File: src/hw/rtl/csdr_pkg.sv
// Shared types, codes and constants of the complex sample detector.
// Depends on nothing; the root unit, the detector and its testbench import it.
package csdr_pkg;

   // register indexes
   localparam logic [2:0] REG_FORMAT = 3'd0;
   localparam logic [2:0] REG_MODE   = 3'd1;
   localparam logic [2:0] REG_AUTO   = 3'd2;
   localparam logic [2:0] REG_CLIPLO = 3'd3;
   localparam logic [2:0] REG_CLIPHI = 3'd4;
   localparam logic [2:0] REG_FLOOR  = 3'd5;

   // sample formats
   localparam logic [1:0] FMT_CPLX = 2'd0;
   localparam logic [1:0] FMT_REAL = 2'd1;
   localparam logic [1:0] FMT_INT  = 2'd2;

   // output modes
   localparam logic [2:0] MODE_MOD   = 3'd0;
   localparam logic [2:0] MODE_DB10  = 3'd1;
   localparam logic [2:0] MODE_DB20  = 3'd2;
   localparam logic [2:0] MODE_PHASE = 3'd3;
   localparam logic [2:0] MODE_IM    = 3'd5;

   localparam int CORDIC_STEPS_DEF = 20;

   localparam logic [63:0]        PI_Q60   = 64'h3243F6A8885A308D;
   localparam logic signed [52:0] PI_Q48   = 53'(PI_Q60 >> 12);
   localparam logic [33:0]        PI_Q32   = 34'(PI_Q60 >> 28);
   localparam logic signed [31:0] DEG180   = 32'sd11796480;
   localparam logic signed [32:0] K_DB10   = 33'sd197283;
   localparam logic signed [32:0] K_DB20   = 33'sd394566;

   typedef enum logic [4:0] {
      S_IDLE, S_DISPATCH, S_SQ_RE, S_SQ_IM, S_SQ_ADD, S_SQRT_GO, S_SQRT_WAIT,
      S_LOG_FLOOR, S_LOG_NORM, S_LOG_MUL, S_LOG_STEP, S_LOG_FRK, S_LOG_EK,
      S_LOG_SUM, S_PH_INIT, S_PH_ITER, S_PH_SCALE, S_PH_DIV, S_PH_CLAMP,
      S_TRUNC, S_RANGE
   } csdr_state_type;

   // restoring long division, used only while building constant tables
   function automatic logic [63:0] const_udiv(input logic [63:0] num,
                                             input logic [63:0] dvs);
      logic [63:0] rem;
      logic [63:0] quo;
      rem = '0;
      quo = '0;
      for (int b = 63; b >= 0; b--) begin
         rem = {rem[62:0], num[b]};
         if (rem >= dvs) begin
            rem    = rem - dvs;
            quo[b] = 1'b1;
         end
      end
      return quo;
   endfunction

   // atan(2^-i) in Q48 radians from its power series in Q62
   function automatic logic signed [63:0] atan_q48(input int unsigned i);
      logic signed [63:0] s;
      logic [63:0]        t;
      int unsigned        n;
      int unsigned        pw;
      s = '0;
      if (i == 0) begin
         return 64'(PI_Q60 >> 14);
      end
      for (int unsigned k = 0; k < 32; k++) begin
         n  = 2 * k + 1;
         pw = i * n;
         if (pw <= 62) begin
            t = const_udiv(64'd1 << (62 - pw), 64'(n));
            if (k[0]) s = s - signed'(t);
            else      s = s + signed'(t);
         end
      end
      return (s + 64'sd8192) >>> 14;
   endfunction

endpackage

File: src/hw/rtl/csdr_isqrt.sv
// Bit-serial integer square root: one root bit per cycle.
// Depends on csdr_pkg only for the house import.
module csdr_isqrt
   import csdr_pkg::*;
(
   input  logic        clock,
   input  logic        reset,
   input  logic        start,
   input  logic [63:0] operand,
   output logic        done,
   output logic [31:0] root
);

   logic [63:0] opnd_ff, opnd_in;
   logic [35:0] rem_ff, rem_in;
   logic [31:0] root_ff, root_in;
   logic [5:0]  cnt_ff, cnt_in;
   logic        busy_ff, busy_in;
   logic        done_ff, done_in;
   logic [35:0] rem_sh;
   logic [35:0] trial;

   // one radix-4 digit of the operand per cycle
   always_comb begin
      rem_sh  = {rem_ff[33:0], opnd_ff[63:62]};
      trial   = {2'b00, root_ff, 2'b01};
      opnd_in = opnd_ff;
      rem_in  = rem_ff;
      root_in = root_ff;
      cnt_in  = cnt_ff;
      busy_in = busy_ff;
      done_in = 1'b0;
      if (start) begin
         opnd_in = operand;
         rem_in  = '0;
         root_in = '0;
         cnt_in  = '0;
         busy_in = 1'b1;
      end else if (busy_ff) begin
         opnd_in = {opnd_ff[61:0], 2'b00};
         if (rem_sh >= trial) begin
            rem_in  = rem_sh - trial;
            root_in = {root_ff[30:0], 1'b1};
         end else begin
            rem_in  = rem_sh;
            root_in = {root_ff[30:0], 1'b0};
         end
         cnt_in = cnt_ff + 6'd1;
         if (cnt_ff == 6'd31) begin
            busy_in = 1'b0;
            done_in = 1'b1;
         end
      end
   end

   always_ff @(posedge clock) begin
      opnd_ff <= opnd_in;
      rem_ff  <= rem_in;
      root_ff <= root_in;
      cnt_ff  <= cnt_in;
      if (reset) begin
         busy_ff <= 1'b0;
         done_ff <= 1'b0;
      end else begin
         busy_ff <= busy_in;
         done_ff <= done_in;
      end
   end

   assign done = done_ff;
   assign root = root_ff;

endmodule

File: config.mk
export PLATFORM = sky130hd
export DESIGN_NAME = csdr_isqrt
export DESIGN_NICKNAME = d
export VERILOG_FILES = /design/src/hw/rtl/csdr_pkg.sv /design/src/hw/rtl/csdr_isqrt.sv
export SDC_FILE = /design/constraint.sdc
export NUM_CORES = 1
export LEC_CHECK = 0
export BUFFER_PORTS_ARGS = -buffer_cell sky130_fd_sc_hd__clkbuf_2
export CORE_MARGIN = 2
export CORE_UTILIZATION = 45
export DETAILED_ROUTE_END_ITERATION = 16
export HOLD_SLACK_MARGIN = 0.05
export PLACE_DENSITY = 0.65
export SYNTH_ARGS = -nofsm -noshare
export SYNTH_HDL_FRONTEND = slang
export SYNTH_SLANG_ARGS = --single-unit
export TNS_END_PERCENT = 20
File: constraint.sdc
create_clock -name clock -period 3.4 [get_ports clock]
set_clock_uncertainty 0.2 [all_clocks]
set_input_delay 0.51 -clock clock [delete_from_list [all_inputs] [get_ports clock]]
set_output_delay 0.51 -clock clock [all_outputs]
set_load 0.005 [all_outputs]
==> results of run 1 <==
-- area by class of cell --
cell class | instances | share of cell area [%]
timing repair buffer | 109 | 6.584
inverter | 45 | 1.932
tap | 220 | 3.149
sequential | 138 | 38.97
multi-input combinational | 502 | 42.58
clock buffer | 18 | 4.909
clock inverter | 14 | 1.875
-- flip-flops by register name, indices dropped and copies added (netlist names) --
name / cells
busy_ff: 1
cnt_ff: 6
done: 1
opnd_ff: 64
rem_ff: 34
root: 32
-- power groups by stage --
stage	Sequential, uW	Combinational (uW)	Clock, uW
2_1_floorplan	2090	2720	0
3_3_place_gp	2120	3230	0
3_5_place_dp	2130	3290	0
4_1_cts	2100	3320	1900
5_1_grt	2120	3680	1970
6_report	2100	3310	1860
-- cell usage in the layout, fill, tap and decap left out, types with 17 or more instances in the layout --
cell	n
dfxtp_1	73
inv_1	43
a211oi_1	24
clkbuf_2	98
xnor2_1	21
nand2_1	38
o21ai_0	27
ha_1	35
a21oi_1	43
nor2_1	77
mux2_2	63
edfxtp_1	64
mux2i_1	58
clkbuf_16	17
-- worst max-delay path, delay by kind of cell (launching register included) --
kind / cells / cell delay, ns
adders and majority gates: 1 / 0.38
muxes: 1 / 0.32
AOI/OAI and AO/OA: 8 / 1.65
DFF: 1 / 0.35
buffers and inverters: 1 / 0.07
-- cell usage after synthesis, types with 5 or more instances --
master | instances | area, um2
o21bai_1 | 5 | 37.54
o21ai_0 | 27 | 135.1
nor3_1 | 9 | 45.04
nor2_1 | 77 | 289.0
buf_1 | 8 | 30.03
a21oi_1 | 43 | 215.2
and3_1 | 5 | 31.28
o21ai_1 | 8 | 40.04
nand2b_1 | 5 | 31.28
clkbuf_1 | 22 | 82.58
nand2_1 | 39 | 146.4
mux2i_1 | 58 | 580.6
inv_1 | 44 | 165.2
nand3_1 | 6 | 30.03
mux2_2 | 63 | 709.4
o21a_1 | 7 | 52.55
edfxtp_1 | 64 | 1922
ha_1 | 35 | 437.9
nand4_1 | 9 | 56.30
xor2_1 | 13 | 113.9
dfxtp_1 | 74 | 1481
a211oi_1 | 24 | 180.2
xnor2_1 | 21 | 183.9
a21o_1 | 11 | 82.58
-- worst paths after layout --
check	from	endpoint	slack [ns]
worst max-delay path	root[0]$_SDFFE_PP0P_	rem_ff[33]$_SDFFE_PP0P_	0.34
worst min-delay path	operand[0]	opnd_ff[0]$_SDFFCE_PN0P_	0.17
worst min register to register	rem_ff[25]$_SDFFE_PP0P_	rem_ff[25]$_SDFFE_PP0P_	0.27
worst max register to register	root[0]$_SDFFE_PP0P_	rem_ff[33]$_SDFFE_PP0P_	0.34
-- metrics by stage --
step	instances	setup WS, ns
after floorplan	723	0.3863
after detailed placement	1013	0.3696
after CTS	1046	0.3415
after global placement	1013	0.4422
final	1046	0.3393
after global routing	1046	0.09190
-- kinds of logic after synthesis --
group / synth area share, %
xor gates and xnor gates: 3.989
AOI/OAI and AO/OA: 12.59
muxes: 17.48
DFF: 45.59
buffers and inverters: 4.576
adders and majority gates: 5.867
and+or+nand+nor: 9.906
-- per-layer routing --
| metal | global-route usage, % | share of wire [%] |
|---|---|---|
| met4 | 6.511 | 1.7 |
| met5 | 0 | 0 |
| met3 | 5.900 | 6.2 |
| met2 | 28.90 | 47 |
| met1 | 22.47 | 45 |
-- timing repair --
action,4_1_cts,5_1_grt
hold endpoints to repair,2,0
buffers inserted,0,0
hold buffers,1,0
==> flow_summary.json, run 1 <==
{
  "fin_setup_tns_ns": 0,
  "fin_crit_ns": 3.061,
  "clockPowerShare_pct": 25.5,
  "finalMaxSlewViolations": 0,
  "rows": 47,
  "drc": 0,
  "synth-async-reset-ratio_pct": 0,
  "place.gp.congestion": 0.8774,
  "ir_drop_mv": 0.4691,
  "fin_nets": 915,
  "clk_latency_ns": 0.42,
  "cts_buffers": 17,
  "antenna_found_initial": 0,
  "grt_pass1_wl_um": 25650,
  "worst_setup_path_start_kind": "flop",
  "max_cap_violations": 0,
  "clkTransAtPathRegs_ns": 0.07,
  "gr-total-overflow": 0,
  "crit_fanout": 5,
  "slowest_delay_ns": 0.38,
  "avgSynthCellArea_um2": 10.32,
  "crit_chain": "inv_1 -> ha_1 -> o211ai_1 -> o21a_1 -> a211oi_2 -> o211ai_2 -> a21oi_2 -> o211ai_2 -> a21oi_1 -> mux2_4 -> a311oi_2",
  "hold_class": "input port to flop",
  "synth-seq-area-share_pct": 45.59,
  "multi_input_area_mm2": 0.003722,
  "drt_first_pass_iters": 5,
  "io_buffers": 99,
  "grt_max_degree": 63,
  "wirelength_um": 15300,
  "initial_core_util_pct": 45.50,
  "area_delta_synth_final_pct": 17.11,
  "fp.dieW_um": 132.8,
  "diodes": 0,
  "die_area_mm2": 0.01763,
  "status": "complete, no violations",
  "drtAntennaViolNets": 0,
  "fin_total_pwr_uw": 7264,
  "grt_usage_pct": 17.91,
  "final-setup-viol-count": 0,
  "drive_gt1_share_pct": 26.39,
  "combPwrFrac_pct": 45.6,
  "cpMaxStageDelayCell": "ha_1",
  "p_seq_share_pct": 28.9,
  "fin_area_mm2": 0.008742,
  "fillers": 1482,
  "post_cts_resized": 0,
  "worstSetupPathType": "flop to flop",
  "ys.warnings.count": 0,
  "finalHoldViolations": 0,
  "cts.sink_count": 138,
  "hold_ws_ns": 0.1718,
  "clockRootBuffer": "clkbuf_16",
  "drt-initial-drc-count": 254,
  "worst_slew_pin_slew_ns": 0.7523,
  "cts_tree": "done",
  "core_mm2": 0.01641,
  "synth-edff-count": 64,
  "regArea_mm2": 0.003407,
  "routedWlPerCell_um": 14.63,
  "path_common_cell": "o211ai_2",
  "ys_ff_latch": 138,
  "rsz0062_at_grt": "no",
  "cellPowerDensity_mw_per_mm2": 830.9,
  "die_y_um": 132.8,
  "ioPinCount": 100,
  "placed_cell_area_mm2": 0.008139,
  "max_freq_ghz": 0.3267,
  "rr_worst_depth": 11,
  "detail_route.vias_per_cell": 5.294,
  "ys_types": 52,
  "clockBufferDepth": 2,
  "ys.flop_type": "dfxtp_1",
  "netlist_instances": 723,
  "min_path_cells": 2,
  "htree_levels": 4,
  "vias": 5538,
  "leakagePower_uw": 0.003671,
  "slew-limit-headroom_pct": 49.85,
  "finalCritPeriodShare_pct": 90.02,
  "grt_pass1_vias": 5481,
  "worstPathArrival_ns": 3.19,
  "crit_path_end_kind": "flop",
  "power.internal_uw": 4592,
  "synth_area_mm2": 0.007465,
  "required_ns": 3.53,
  "post-route-util_pct": 53.28,
  "hpwl_um": 10910,
  "syn-num-nets": 825,
  "swShare_pct": 36.78,
  "p_switching_uw": 2672
}
(Power assumes the default switching activity.)
==> run 2: changes to the inputs <==
--- a/config.mk
+++ b/config.mk
@@ -7,10 +7,11 @@
 export LEC_CHECK = 0
 export BUFFER_PORTS_ARGS = -buffer_cell sky130_fd_sc_hd__clkbuf_2
 export CORE_MARGIN = 2
-export CORE_UTILIZATION = 45
+export CORE_UTILIZATION = 28
+export CTS_CLUSTER_SIZE = 8
 export DETAILED_ROUTE_END_ITERATION = 16
 export HOLD_SLACK_MARGIN = 0.05
-export PLACE_DENSITY = 0.65
+export PLACE_DENSITY = 0.45
 export SYNTH_ARGS = -nofsm -noshare
 export SYNTH_HDL_FRONTEND = slang
 export SYNTH_SLANG_ARGS = --single-unit
==> run 2 against run 1 <==
Against the previous run: the run now ends with DRC left; clock power down 4%; register-to-register slack got worse by 0.04 ns; first-iteration DRC count is 9.8% lower; total power hardly changed; sequential share of layout area fell by 0.67 points; sequential power is essentially flat; via count fell by 2.7%; die area up 59%; final cell count increased by 11%; wire length up 11%; cell area grew 1.8%; combinational power up 2%; critical path type unchanged; highest routed layer unchanged.
==> flow_summary.json, run 2 (synthesis results as in run 1) <==
{
  "clkTransAtPathRegs_ns": 0.07,
  "final-setup-viol-count": 0,
  "power.internal_uw": 4496,
  "worst_slew_pin_slew_ns": 0.6359,
  "hold_class": "input port to flop",
  "layout_common_cells": "clkbuf_2 (98), nor2_1 (77), dfxtp_1 (73), edfxtp_1 (64), mux2_2 (63)",
  "top_layer": "met4",
  "path_delay_family": "compound AO/OA/AOI/OAI gates",
  "clockRootBuffer": "clkbuf_16",
  "place.gp.congestion": 0.7907,
  "post_cts_buffers": 0,
  "required_ns": 3.53,
  "grt_max_degree": 50,
  "worstPathArrival_ns": 3.23,
  "drt_first_pass_iters": 10,
  "crit_path_end_kind": "flop",
  "cp.buffers_inverters": 1,
  "hold-path-endpoint": "opnd_ff[0]$_SDFFCE_PN0P_",
  "worst_setup_path_start_kind": "flop",
  "io_buffers": 99,
  "slew-limit-headroom_pct": 57.60,
  "max_cap_violations": 0,
  "die_area_mm2": 0.02798,
  "path_common_cell": "o211ai_2",
  "p_seq_share_pct": 28.9,
  "fin_setup_tns_ns": 0,
  "routedWlPerCell_um": 14.61,
  "detail_route.vias_per_cell": 4.625,
  "reg2reg_from": "root[1]$_SDFFE_PP0P_",
  "leakagePower_uw": 0.003673,
  "fp.dieW_um": 167.3,
  "finalCritPeriodShare_pct": 91.13,
  "dpl.cell_count": 1132,
  "drtAntennaViolNets": 0,
  "min_path_cells": 2,
  "initial_core_util_pct": 28.56,
  "top_register": "opnd_ff",
  "hpwl_um": 12000,
  "fin_nets": 919,
  "cellPowerDensity_mw_per_mm2": 816.7,
  "clk_latency_ns": 0.43,
  "antenna_found_initial": 0,
  "final_common_cell": "clkbuf_2",
  "rr_worst_depth": 11,
  "finalMaxSlewViolations": 0,
  "slowest_delay_ns": 0.38,
  "drt-initial-drc-count": 229,
  "cts_buffers": 17,
  "combPwrFrac_pct": 46.5,
  "max_freq_ghz": 0.3227,
  "rows": 59,
  "min-delay-start": "operand[0]",
  "cpMaxStageDelayCell": "dfxtp_1",
  "fin_crit_ns": 3.098,
  "htree_levels": 4,
  "area_delta_synth_final_pct": 19.18,
  "grt_usage_pct": 12.61,
  "dr_wl_met2_um": 7551,
  "vias": 5388,
  "hold_ws_ns": 0.1655,
  "stdcell_count": 1165,
  "grt_pass1_vias": 5570,
  "rsz0062_at_grt": "no",
  "wirelength_um": 17020,
  "drt-met1-wl_um": 8179,
  "r2r_end": "rem_ff[33]$_SDFFE_PP0P_",
  "finalHoldViolations": 0,
  "reg2reg_slack_ns": 0.30,
  "ioPinCount": 100,
  "gr-total-overflow": 0,
  "clockPowerShare_pct": 24.6,
  "crit_start": "root[1]$_SDFFE_PP0P_",
  "die_y_um": 167.3,
  "violations": "DRC",
  "drive_gt1_share_pct": 26.75,
  "grt_pass1_wl_um": 28760,
  "drc": 3,
  "cts_tree": "done",
  "cts.sink_count": 138,
  "p_switching_uw": 2770,
  "clockBufferDepth": 2,
  "swShare_pct": 38.12,
  "fin_total_pwr_uw": 7265,
  "status": "finished with violations",
  "largest_reg_flops": 64,
  "diodes": 0,
  "post-route-util_pct": 34.04,
  "wl_met3_um": 1114,
  "core_mm2": 0.02613,
  "ir_drop_mv": 0.3767,
  "worstSetupPathType": "flop to flop",
  "crit_fanout": 5,
  "crit_chain": "inv_1 -> ha_1 -> o211ai_1 -> o21a_1 -> a211oi_2 -> o211ai_2 -> a21oi_2 -> o211ai_2 -> a21oi_1 -> mux2_4 -> a311oi_2"
}
## run 2: power groups by stage
| stage | clock [uW] | combinational [uW] | sequential, uW |
|---|---|---|---|
| after floorplan | 0 | 2720 | 2090 |
| after global placement | 0 | 3410 | 2140 |
| after detailed placement | 0 | 3390 | 2130 |
| after CTS | 1850 | 3420 | 2100 |
| after global routing | 1900 | 3810 | 2130 |
| final | 1780 | 3380 | 2100 |
## run 2: routing by layer
layer / vias to the layer above / track usage, %
met1: 2510 / 16.46
met2: 97 / 19.65
met3: 14 / 4.845
met4: 0 / 3.176
met5: - / 0
li1: 2767 / -
## run 2: what timing repair did
item / CTS / global route
hold endpoints to repair: 1 / 0
hold buffers: 1 / 0
resized for setup: 0 / 1
endpoints found under the setup margin: 0 / 1
## run 2: final cells by class
class	instances	area, um2
Fill cell	2753	17240
Multi-Input combinational cell	502	3727
Sequential cell	138	3407
Timing Repair Buffer	113	618.1
Clock buffer	17	425.4
Tap cell	335	419.2
Inverter	45	168.9
Clock inverter	15	130.1
## run 2: stage by stage
step                      setup slack [ns]  area, um2
after floorplan                     0.3863       7465
after global placement              0.3045       8325
after detailed placement            0.2795       8325
after CTS                           0.2598       8891
after global routing               0.06016       8896
final                               0.3016       8896
## run 2: how the worst max path moves through the flow
stage	end	depth (start not counted)	slack, ns
floorplan	opnd_ff[0]$_SDFFCE_PN0P_	4	0.39
global placement	rem_ff[33]$_SDFFE_PP0P_	11	0.30
detailed placement	rem_ff[1]$_SDFFE_PP0P_	12	0.28
CTS	rem_ff[1]$_SDFFE_PP0P_	12	0.26
global route	rem_ff[1]$_SDFFE_PP0P_	12	0.06
finish	rem_ff[33]$_SDFFE_PP0P_	11	0.30
